`config.mk`:
```
export PLATFORM = sky130hd
export DESIGN_NAME = rgba_over_composite_top
export DESIGN_NICKNAME = d
export VERILOG_FILES = /design/src/rtl/core/rgbaoc_pkg.sv /design/src/rtl/core/rgbaoc_unpremul.sv /design/src/rtl/core/rgba_over_composite_top.sv
export SDC_FILE = /design/constraint.sdc
export NUM_CORES = 2
export LEC_CHECK = 0
export BUFFER_PORTS_ARGS = -buffer_cell sky130_fd_sc_hd__buf_2
export CAP_MARGIN = 0
export CORE_UTILIZATION = 46
export CTS_CLUSTER_DIAMETER = 30
export DETAILED_ROUTE_END_ITERATION = 7
export HOLD_SLACK_MARGIN = 0.02
export PLACE_DENSITY_LB_ADDON = 0.2
export SLEW_MARGIN = 25
export SYNTH_ARGS = -nofsm -noshare
export SYNTH_HDL_FRONTEND = slang
export SYNTH_HIERARCHICAL = 1
export SYNTH_SLANG_ARGS = --single-unit
export TNS_END_PERCENT = 50
```
`constraint.sdc`:
```
create_clock -name clk -period 25.7 [get_ports clk]
set_clock_uncertainty 0.15 [all_clocks]
set_input_delay 5.14 -clock clk [delete_from_list [all_inputs] [get_ports clk]]
set_output_delay 5.14 -clock clk [all_outputs]
set_load 0.05 [all_outputs]
```
`src/rtl/core/rgbaoc_pkg.sv`:
```
`timescale 1ns / 1ps
// shared types and constants for the rgba over compositor
// no dependencies; used by every file under rtl/core
package rgbaoc_pkg;

	localparam int unsigned CHAN_W             = 8;
	localparam int unsigned PROD_W             = 2 * CHAN_W;
	localparam int unsigned CHANNEL_MAX        = 255;
	localparam int unsigned HALF               = CHANNEL_MAX / 2;
	localparam int unsigned NUM_COLORS         = 3;
	localparam int unsigned QUO_BITS_PER_STAGE = 2;
	localparam int unsigned QUO_STAGES         = CHAN_W / QUO_BITS_PER_STAGE;
	localparam int unsigned BLEND_STAGES       = 6;
	// blend stages, divider entry stage, divider step stages
	localparam int unsigned PIPE_DEPTH         = BLEND_STAGES + QUO_STAGES + 1;

	typedef logic [CHAN_W-1:0] chan_t;
	typedef logic [PROD_W-1:0] prod_t;

	// color[2] red, color[1] green, color[0] blue
	typedef logic [NUM_COLORS-1:0][CHAN_W-1:0] color_t;

	typedef struct packed {
		color_t color;
		chan_t  alpha;
	} pixel_t;

	typedef enum logic [1:0] {
		MODE_BLEND = 2'd0,
		MODE_DST   = 2'd1,
		MODE_SRC   = 2'd2
	} mode_t;

	// request into the un-premultiply divider
	typedef struct packed {
		pixel_t pix;
		logic   nodiv;
	} unpm_req_t;

endpackage

```
`src/rtl/core/rgbaoc_unpremul.sv`:
```
`timescale 1ns / 1ps
// un-premultiply stage: floor(c * 255 / alpha) per color, saturated at 255
// pipelined restoring divider, two quotient bits per stage; uses rgbaoc_pkg
module rgbaoc_unpremul (
	input  logic                clk,
	input  logic                arst_n,
	input  logic                req_valid,
	output logic                req_ready,
	input  rgbaoc_pkg::unpm_req_t req,
	output logic                res_valid,
	input  logic                res_ready,
	output rgbaoc_pkg::pixel_t  res
);

	localparam int unsigned QS = rgbaoc_pkg::QUO_STAGES;
	localparam int unsigned NC = rgbaoc_pkg::NUM_COLORS;
	localparam int unsigned CW = rgbaoc_pkg::CHAN_W;

	// one restoring step: shift in next numerator bit, subtract if it fits
	function automatic logic [3*CW-1:0] div_step(
		input rgbaoc_pkg::chan_t d,
		input rgbaoc_pkg::chan_t r,
		input rgbaoc_pkg::chan_t l,
		input rgbaoc_pkg::chan_t q
	);
		logic [CW:0] t;
		t = {r, l[CW-1]};
		if (t >= {1'b0, d}) begin
			return {rgbaoc_pkg::chan_t'(t - {1'b0, d}), l << 1, q[CW-2:0], 1'b1};
		end else begin
			return {t[CW-1:0], l << 1, q[CW-2:0], 1'b0};
		end
	endfunction

	logic                   v_s     [0:QS];
	logic                   en      [0:QS];
	logic                   v_n     [0:QS];
	rgbaoc_pkg::color_t     rem_s   [0:QS];
	rgbaoc_pkg::color_t     low_s   [0:QS];
	rgbaoc_pkg::color_t     quo_s   [0:QS];
	logic [NC-1:0]          sat_s   [0:QS];
	rgbaoc_pkg::pixel_t     pix_s   [0:QS];
	logic                   nodiv_s [0:QS];
	rgbaoc_pkg::color_t     rem_n   [0:QS];
	rgbaoc_pkg::color_t     low_n   [0:QS];
	rgbaoc_pkg::color_t     quo_n   [0:QS];
	logic [NC-1:0]          sat_n   [0:QS];
	rgbaoc_pkg::pixel_t     pix_n   [0:QS];
	logic                   nodiv_n [0:QS];

	// a stage takes new data when empty or when the one after it moves
	always_comb begin
		en[QS] = !v_s[QS] || res_ready;
		for (int k = QS - 1; k >= 0; k--) begin
			en[k] = !v_s[k] || en[k+1];
		end
	end

	assign req_ready = en[0];

	// entry stage: numerator c * 255, saturation check against alpha * 256
	always_comb begin
		rgbaoc_pkg::prod_t n;
		v_n[0]     = req_valid;
		pix_n[0]   = req.pix;
		nodiv_n[0] = req.nodiv;
		for (int i = 0; i < NC; i++) begin
			n = {req.pix.color[i], {CW{1'b0}}} - rgbaoc_pkg::prod_t'(req.pix.color[i]);
			sat_n[0][i] = n[2*CW-1:CW] >= req.pix.alpha;
			rem_n[0][i] = n[2*CW-1:CW];
			low_n[0][i] = n[CW-1:0];
			quo_n[0][i] = '0;
		end
	end

	for (genvar k = 1; k <= QS; k++) begin : g_step
		always_comb begin
			rgbaoc_pkg::color_t r, l, q;
			r = rem_s[k-1];
			l = low_s[k-1];
			q = quo_s[k-1];
			for (int i = 0; i < NC; i++) begin
				for (int b = 0; b < rgbaoc_pkg::QUO_BITS_PER_STAGE; b++) begin
					{r[i], l[i], q[i]} = div_step(pix_s[k-1].alpha, r[i], l[i], q[i]);
				end
			end
			v_n[k]     = v_s[k-1];
			rem_n[k]   = r;
			low_n[k]   = l;
			quo_n[k]   = q;
			sat_n[k]   = sat_s[k-1];
			pix_n[k]   = pix_s[k-1];
			nodiv_n[k] = nodiv_s[k-1];
		end
	end

	always_ff @(posedge clk or negedge arst_n) begin
		if (!arst_n) begin
			for (int k = 0; k <= QS; k++) begin
				v_s[k] <= 1'b0;
			end
		end else begin
			for (int k = 0; k <= QS; k++) begin
				if (en[k]) begin
					v_s[k] <= v_n[k];
				end
			end
		end
	end

	always_ff @(posedge clk) begin
		for (int k = 0; k <= QS; k++) begin
			if (en[k]) begin
				rem_s[k]   <= rem_n[k];
				low_s[k]   <= low_n[k];
				quo_s[k]   <= quo_n[k];
				sat_s[k]   <= sat_n[k];
				pix_s[k]   <= pix_n[k];
				nodiv_s[k] <= nodiv_n[k];
			end
		end
	end

	assign res_valid = v_s[QS];

	always_comb begin
		res.alpha = pix_s[QS].alpha;
		for (int i = 0; i < NC; i++) begin
			if (nodiv_s[QS]) begin
				res.color[i] = pix_s[QS].color[i];
			end else if (sat_s[QS][i]) begin
				res.color[i] = rgbaoc_pkg::chan_t'(rgbaoc_pkg::CHANNEL_MAX);
			end else begin
				res.color[i] = quo_s[QS][i];
			end
		end
	end

endmodule

```
`src/rtl/core/rgba_over_composite_top.sv`:
```
`timescale 1ns / 1ps
// rgba over compositor top level: blend pipeline plus un-premultiply divider
// depends on rgbaoc_pkg and rgbaoc_unpremul
//
//   channel | handshake            | payload
//   --------+----------------------+--------------------------------------------
//   in      | in_valid / in_ready  | src_red..src_alpha, dst_red..dst_alpha
//   out     | out_valid / out_ready| out_red, out_green, out_blue, out_alpha
//   cfg     | cfg_wr_en            | cfg_wr_data (layer opacity)
//
// one pixel per cycle sustained while out_ready stays high; every stage is registered
// six blend stages (multiplies and divide-by-255) then five divider stages:
// an entry stage and four restoring steps of two quotient bits each
// reset clears all valid bits and sets the opacity to 255
// each stage holds while it is full and its successor cannot take data, so bubbles close up under a stall
module rgba_over_composite_top (
	input  logic                      clk,
	input  logic                      arst_n,
	input  logic                      cfg_wr_en,
	input  rgbaoc_pkg::chan_t         cfg_wr_data,
	input  logic                      in_valid,
	output logic                      in_ready,
	input  rgbaoc_pkg::chan_t         src_red,
	input  rgbaoc_pkg::chan_t         src_green,
	input  rgbaoc_pkg::chan_t         src_blue,
	input  rgbaoc_pkg::chan_t         src_alpha,
	input  rgbaoc_pkg::chan_t         dst_red,
	input  rgbaoc_pkg::chan_t         dst_green,
	input  rgbaoc_pkg::chan_t         dst_blue,
	input  rgbaoc_pkg::chan_t         dst_alpha,
	output logic                      out_valid,
	input  logic                      out_ready,
	output rgbaoc_pkg::chan_t         out_red,
	output rgbaoc_pkg::chan_t         out_green,
	output rgbaoc_pkg::chan_t         out_blue,
	output rgbaoc_pkg::chan_t         out_alpha
);

	localparam int unsigned NC = rgbaoc_pkg::NUM_COLORS;
	localparam int unsigned CW = rgbaoc_pkg::CHAN_W;
	localparam int unsigned PW = rgbaoc_pkg::PROD_W;

	// x / 255 for x below 2^16 as (x + (x >> 8) + 1) >> 8, saturated at 255
	function automatic rgbaoc_pkg::chan_t div_cmax(input rgbaoc_pkg::prod_t x);
		logic [PW:0] t;
		t = {1'b0, x} + (PW+1)'(x[PW-1:CW]) + (PW+1)'(1);
		if (t[PW]) begin
			return rgbaoc_pkg::chan_t'(rgbaoc_pkg::CHANNEL_MAX);
		end else begin
			return t[PW-1:CW];
		end
	endfunction

	function automatic rgbaoc_pkg::prod_t mul8(
		input rgbaoc_pkg::chan_t a,
		input rgbaoc_pkg::chan_t b
	);
		return rgbaoc_pkg::prod_t'(a) * rgbaoc_pkg::prod_t'(b);
	endfunction

	rgbaoc_pkg::chan_t     opacity_q;
	rgbaoc_pkg::pixel_t    src_pix, dst_pix;
	rgbaoc_pkg::mode_t     mode_d;

	logic                  v_s1, v_s2, v_s3, v_s4, v_s5, v_s6;
	logic                  en_s1, en_s2, en_s3, en_s4, en_s5, en_s6;
	logic                  req_ready;

	rgbaoc_pkg::pixel_t    src_s1, src_s2, src_s3, src_s4, src_s5;
	rgbaoc_pkg::pixel_t    dst_s1, dst_s2, dst_s3, dst_s4, dst_s5;
	rgbaoc_pkg::mode_t     mode_s1, mode_s2, mode_s3, mode_s4, mode_s5;
	rgbaoc_pkg::prod_t     prod_s1;
	rgbaoc_pkg::chan_t     esa_s2, esa_s3, esa_s4;
	rgbaoc_pkg::prod_t     dainv_s3;
	rgbaoc_pkg::chan_t     dw_s4;
	rgbaoc_pkg::chan_t     a_s4, a_s5;
	rgbaoc_pkg::prod_t     sum_s5 [NC];
	rgbaoc_pkg::prod_t     sum_d  [NC];
	rgbaoc_pkg::unpm_req_t req_s6, req_d;
	rgbaoc_pkg::pixel_t    res;

	always_ff @(posedge clk or negedge arst_n) begin
		if (!arst_n) begin
			opacity_q <= rgbaoc_pkg::chan_t'(rgbaoc_pkg::CHANNEL_MAX);
		end else if (cfg_wr_en) begin
			opacity_q <= cfg_wr_data;
		end
	end

	assign src_pix = rgbaoc_pkg::pixel_t'({src_red, src_green, src_blue, src_alpha});
	assign dst_pix = rgbaoc_pkg::pixel_t'({dst_red, dst_green, dst_blue, dst_alpha});

	// pass-through cases only at zero or full opacity
	always_comb begin
		priority if (opacity_q == '0) begin
			mode_d = rgbaoc_pkg::MODE_DST;
		end else if (opacity_q == rgbaoc_pkg::chan_t'(rgbaoc_pkg::CHANNEL_MAX)) begin
			priority if (src_alpha == '0) begin
				mode_d = rgbaoc_pkg::MODE_DST;
			end else if (dst_alpha == '0 ||
			             src_alpha == rgbaoc_pkg::chan_t'(rgbaoc_pkg::CHANNEL_MAX)) begin
				mode_d = rgbaoc_pkg::MODE_SRC;
			end else begin
				mode_d = rgbaoc_pkg::MODE_BLEND;
			end
		end else begin
			mode_d = rgbaoc_pkg::MODE_BLEND;
		end
	end

	// per-stage flow control
	assign en_s6    = !v_s6 || req_ready;
	assign en_s5    = !v_s5 || en_s6;
	assign en_s4    = !v_s4 || en_s5;
	assign en_s3    = !v_s3 || en_s4;
	assign en_s2    = !v_s2 || en_s3;
	assign en_s1    = !v_s1 || en_s2;
	assign in_ready = en_s1;

	always_ff @(posedge clk or negedge arst_n) begin
		if (!arst_n) begin
			v_s1 <= 1'b0;
			v_s2 <= 1'b0;
			v_s3 <= 1'b0;
			v_s4 <= 1'b0;
			v_s5 <= 1'b0;
			v_s6 <= 1'b0;
		end else begin
			if (en_s1) v_s1 <= in_valid;
			if (en_s2) v_s2 <= v_s1;
			if (en_s3) v_s3 <= v_s2;
			if (en_s4) v_s4 <= v_s3;
			if (en_s5) v_s5 <= v_s4;
			if (en_s6) v_s6 <= v_s5;
		end
	end

	// blended colors: (dst_c * dst_weight + src_c * eff_alpha + 127) summed per lane
	always_comb begin
		for (int i = 0; i < NC; i++) begin
			sum_d[i] = mul8(dst_s4.color[i], dw_s4) + mul8(src_s4.color[i], esa_s4)
			         + rgbaoc_pkg::prod_t'(rgbaoc_pkg::HALF);
		end
	end

	always_comb begin
		req_d = '0;
		unique case (mode_s5)
			rgbaoc_pkg::MODE_DST: begin
				req_d.pix   = dst_s5;
				req_d.nodiv = 1'b1;
			end
			rgbaoc_pkg::MODE_SRC: begin
				req_d.pix   = src_s5;
				req_d.nodiv = 1'b1;
			end
			rgbaoc_pkg::MODE_BLEND: begin
				for (int i = 0; i < NC; i++) begin
					req_d.pix.color[i] = div_cmax(sum_s5[i]);
				end
				req_d.pix.alpha = a_s5;
				req_d.nodiv     = (a_s5 == '0);
			end
			default: begin
				req_d.pix   = dst_s5;
				req_d.nodiv = 1'b1;
			end
		endcase
	end

	always_ff @(posedge clk) begin
		if (en_s1) begin
			src_s1  <= src_pix;
			dst_s1  <= dst_pix;
			mode_s1 <= mode_d;
			prod_s1 <= mul8(src_alpha, opacity_q);
		end
		if (en_s2) begin
			src_s2  <= src_s1;
			dst_s2  <= dst_s1;
			mode_s2 <= mode_s1;
			esa_s2  <= div_cmax(prod_s1 + rgbaoc_pkg::prod_t'(rgbaoc_pkg::HALF));
		end
		if (en_s3) begin
			src_s3   <= src_s2;
			dst_s3   <= dst_s2;
			mode_s3  <= mode_s2;
			esa_s3   <= esa_s2;
			dainv_s3 <= mul8(dst_s2.alpha,
			                 rgbaoc_pkg::chan_t'(rgbaoc_pkg::CHANNEL_MAX) - esa_s2);
		end
		if (en_s4) begin
			src_s4  <= src_s3;
			dst_s4  <= dst_s3;
			mode_s4 <= mode_s3;
			esa_s4  <= esa_s3;
			dw_s4   <= div_cmax(dainv_s3 + rgbaoc_pkg::prod_t'(rgbaoc_pkg::HALF));
			a_s4    <= div_cmax(dainv_s3
			                    + mul8(esa_s3, rgbaoc_pkg::chan_t'(rgbaoc_pkg::CHANNEL_MAX))
			                    + rgbaoc_pkg::prod_t'(rgbaoc_pkg::HALF));
		end
		if (en_s5) begin
			src_s5  <= src_s4;
			dst_s5  <= dst_s4;
			mode_s5 <= mode_s4;
			a_s5    <= a_s4;
			sum_s5  <= sum_d;
		end
		if (en_s6) begin
			req_s6  <= req_d;
		end
	end

	rgbaoc_unpremul u_unpremul (
		.clk       (clk),
		.arst_n    (arst_n),
		.req_valid (v_s6),
		.req_ready (req_ready),
		.req       (req_s6),
		.res_valid (out_valid),
		.res_ready (out_ready),
		.res       (res)
	);

	assign out_red   = res.color[2];
	assign out_green = res.color[1];
	assign out_blue  = res.color[0];
	assign out_alpha = res.alpha;

endmodule

```
==> key figures <==
Routing
  – Routed vias/inst: between 5 and 6
  – ANT nets after route: 0
  – Drt initial violations: ~1900
  – Drt wl/cell: ~18 microns
  – DR pass1 iterations: 5
  – Remaining DRCs: 0
  – Total number of vias: 37000
  – Final Routed Wirelength: between 100 and 150 mm

GRT
  – First-pass GRT wire length: 205 mm
  – Initial antenna violation count: 1
  – Vias in the first global route: 38500
  – Pin count of the biggest net entering global routing: 83
  – Global Route Usage Sum: 0.198
  – Grt ovf: 0

Run
  – Max Cap Violations: 0

Finish
  – Nets: 6349
  – Fin cells: 7182
  – Layout area overhead: 14.9%
  – Fin area: between 0.06 and 0.07 sq mm
  – Layout cell share with drive strength beyond 1: 0.116

CTS
  – CTS tree: done
  – Post-CTS Setup Repair Bufs: 0
  – Max Root-Sink Buffers: 3
  – Skew-Pair Late Insertion Delay: between 700 and 800 ps
  – Post-cts sizing count: 0
  – Clock Sinks: ~890
  – Cts hold-fix bufs: 0
  – H-tree depth: 4
  – CTS buffer count: between 150 and 200
  – Clk slew on worst S/H paths: around 50 ps
  – Clk root buf: clkbuf_16

Yosys
  – Yosys reg bits: a little under 900
  – Predominant post-synthesis flop cell: edfxtp_1
  – Gate count after technology mapping: roughly 5000
  – Register area share after synthesis: 0.445
  – Synth area leaders: edfxtp_1 44%, fa_1 15%, ha_1 11%
  – Post-Syn Nets: approximately 6100
  – Yosys cell types: just over 100
  – Area leader, netlist: edfxtp_1
  – Fraction of registers with async set/reset: 0.0213
  – Top cell type's share of synthesized area: 0.437
  – Post-Syn Area per Cell: between 10 and 15 sq um
  – Post-Synthesis Cell Area: roughly 0.060 sq mm
  – Syn. warnings: 6
  – Number of flops mapped to enable cells by yosys: approximately 880

Placement
  – Post-DP Area: 0.0628 sq mm
  – # placed instances: between 6000 and 7000
  – Placer congestion estimate: ~0.83
  – Port-buffer cells: between 100 and 150
  – Detailed Place HPWL: 94.8 mm

Worst setup path
  – Buf/Inv on CP: 3
  – R2r setup slk: around 18000 ps
  – Critical-path top delay cell: nand4_1
  – Critical-path maximum fanout: 30
  – Worst reg-to-reg path cell count: 23
  – Worst path required time: approximately 20000 ps
  – Critical Path Stages: 10
  – Setup crit start: out_ready
  – Crit path max-delay family: simple AND/OR/NAND/NOR gates
  – Worst setup SP type: primary input
  – CP cell instances: buf_2 > nor2b_1 > nand4_1 > inv_1 > nand2_4 > nor2b_1 > nand3_4 > nor2_1 > nand3_4 > buf_2
  – CP endpoint kind: output pin
  – CP Data Arrival Time: 9140 ps
  – Max incr delay on CP: roughly 700 ps
  – Critical Path Sink: in_ready
  – Reg2Reg Capture Point: a_s4[7]$_SDFFCE_PP1P_
  – WS Path Type: in -> out
  – Worst r2r src: esa_s3[6]$_DFFE_PP_

STA
  – Endpoints failing setup: 0
  – Slew HR: 0.315
  – Slew @ Worst Pin: between 1000 and 1500 ps
  – Min Clock Period, post-route: ~14000 ps
  – Final Hold Vio Count: 0
  – Crit share post-route: 0.561
  – Fmax: slightly below 70 MHz
  – Final Max Tran Viols: 0
  – Unrepaired setup endpoints after global routing: no
  – Fin Setup TNS: 0 ps

Floorplanning
  – Site Rows: roughly 130
  – Initial Utilization: 0.464
  – Die ar.: 0.132 sq mm
  – Top-level port count: between 100 and 150
  – Die Y: 363 microns
  – Chip Width: 363 microns
  – Core Area: approximately 0.13 sq mm

Worst hold path
  – Worst Min Path Start: src_s2[0]$_DFFE_PP_
  – Hold Path Class: reg -> reg

Outcome
  – Status: finished, final reports clean
cell type report:
cell class              count  area [sq um]
well taps                1742          2180
clock inverters           139          1630
repair buffers            147           856
multi-input cells        3338         30300
flip-flops and latches    894         26800
inverters                 720          2700
clock buffers             201          4650
fillers                 11100         60400
diodes                      1          2.50
worst min-delay path by stage:
stage,cells after the start,to
2_1_floorplan,0,a_s5[0]$_DFFE_PP_
3_3_place_gp,0,src_s4[23]$_DFFE_PP_
3_5_place_dp,0,dst_s2[19]$_DFFE_PP_
4_1_cts,0,src_s3[0]$_DFFE_PP_
5_1_grt,0,src_s3[0]$_DFFE_PP_
6_report,0,src_s3[0]$_DFFE_PP_
placed cells by master, fill, tap and decap left out, drive strengths merged, types with 56 or more instances in the layout:
cell type / n
clkinv: 62
nand2: 451
xor2: 58
mux2: 100
buf: 147
nor2b: 89
edfxtp: 875
o21a: 57
nor3: 56
clkbuf: 201
fa: 445
o21ai: 182
nor2: 197
a21oi: 193
ha: 546
and2: 217
xnor2: 161
inv: 741
nand2b: 81
state kept, by name (all words and copies together) (netlist names), 16 cells and up:
signal and flops:
dainv_s3 16, dst_s1 32, dst_s2 32, dst_s3 32
dst_s4 32, dst_s5 32, prod_s1 16, req_s6 33
src_s1 32, src_s2 32, src_s3 32, src_s4 32
src_s5 32, sum_s5 48, u_unpremul/low_s 51, u_unpremul/pix_s 157
u_unpremul/quo_s 60, u_unpremul/rem_s 96
cell usage after synthesis, drive strengths merged (17+ instances only):
cell type and count:
a21boi 17, nand2b 81, xor2 58, a21oi 193, mux2i 32, nor2 197, o31ai 22, nor2b 89
and2 217, edfxtp 875, nand3 53, or3 23, a21o 50, nand4 38, nand2 451, o21bai 30
xnor2 161, inv 719, ha 546, mux2 100, clkbuf 77, buf 18, o21ai 182, a31oi 21
nor3 56, o21a 57, fa 445
stage by stage:
stage | worst slack [ps] | hold slack, ps | utilization
2_1_floorplan | 4970 | 250 | -
3_3_place_gp | 11370 | 251 | 0.485
5_1_grt | 10840 | 248 | 0.533
3_5_place_dp | 11270 | 255 | 0.485
6_report | 11270 | 253 | 0.533
4_1_cts | 11190 | 252 | 0.533
cells by family (layout without fill, tap and decap cells):
group	count (synthesis)	after routing	synth area share
fa+ha+maj	991	991	0.262
xor+xnor	220	220	0.0327
simple gates	1289	1289	0.107
compound gates	706	706	0.0772
buf+inv	815	1207	0.0517
mux	132	132	0.0244
flops	894	894	0.445
other cells	0	1	0
layer usage:
metal | GRT usage | wire length, microns | up-vias
met5 | 0 | 0 | -
met3 | 0.0309 | 4820 | 196
met1 | 0.253 | 56300 | 18100
li1 | - | - | 17900
met2 | 0.344 | 62400 | 705
met4 | 0.0675 | 3580 | 0
Power is not shown: default switching activity piles up to over one toggle a cycle in this logic, so the estimate is an artifact.
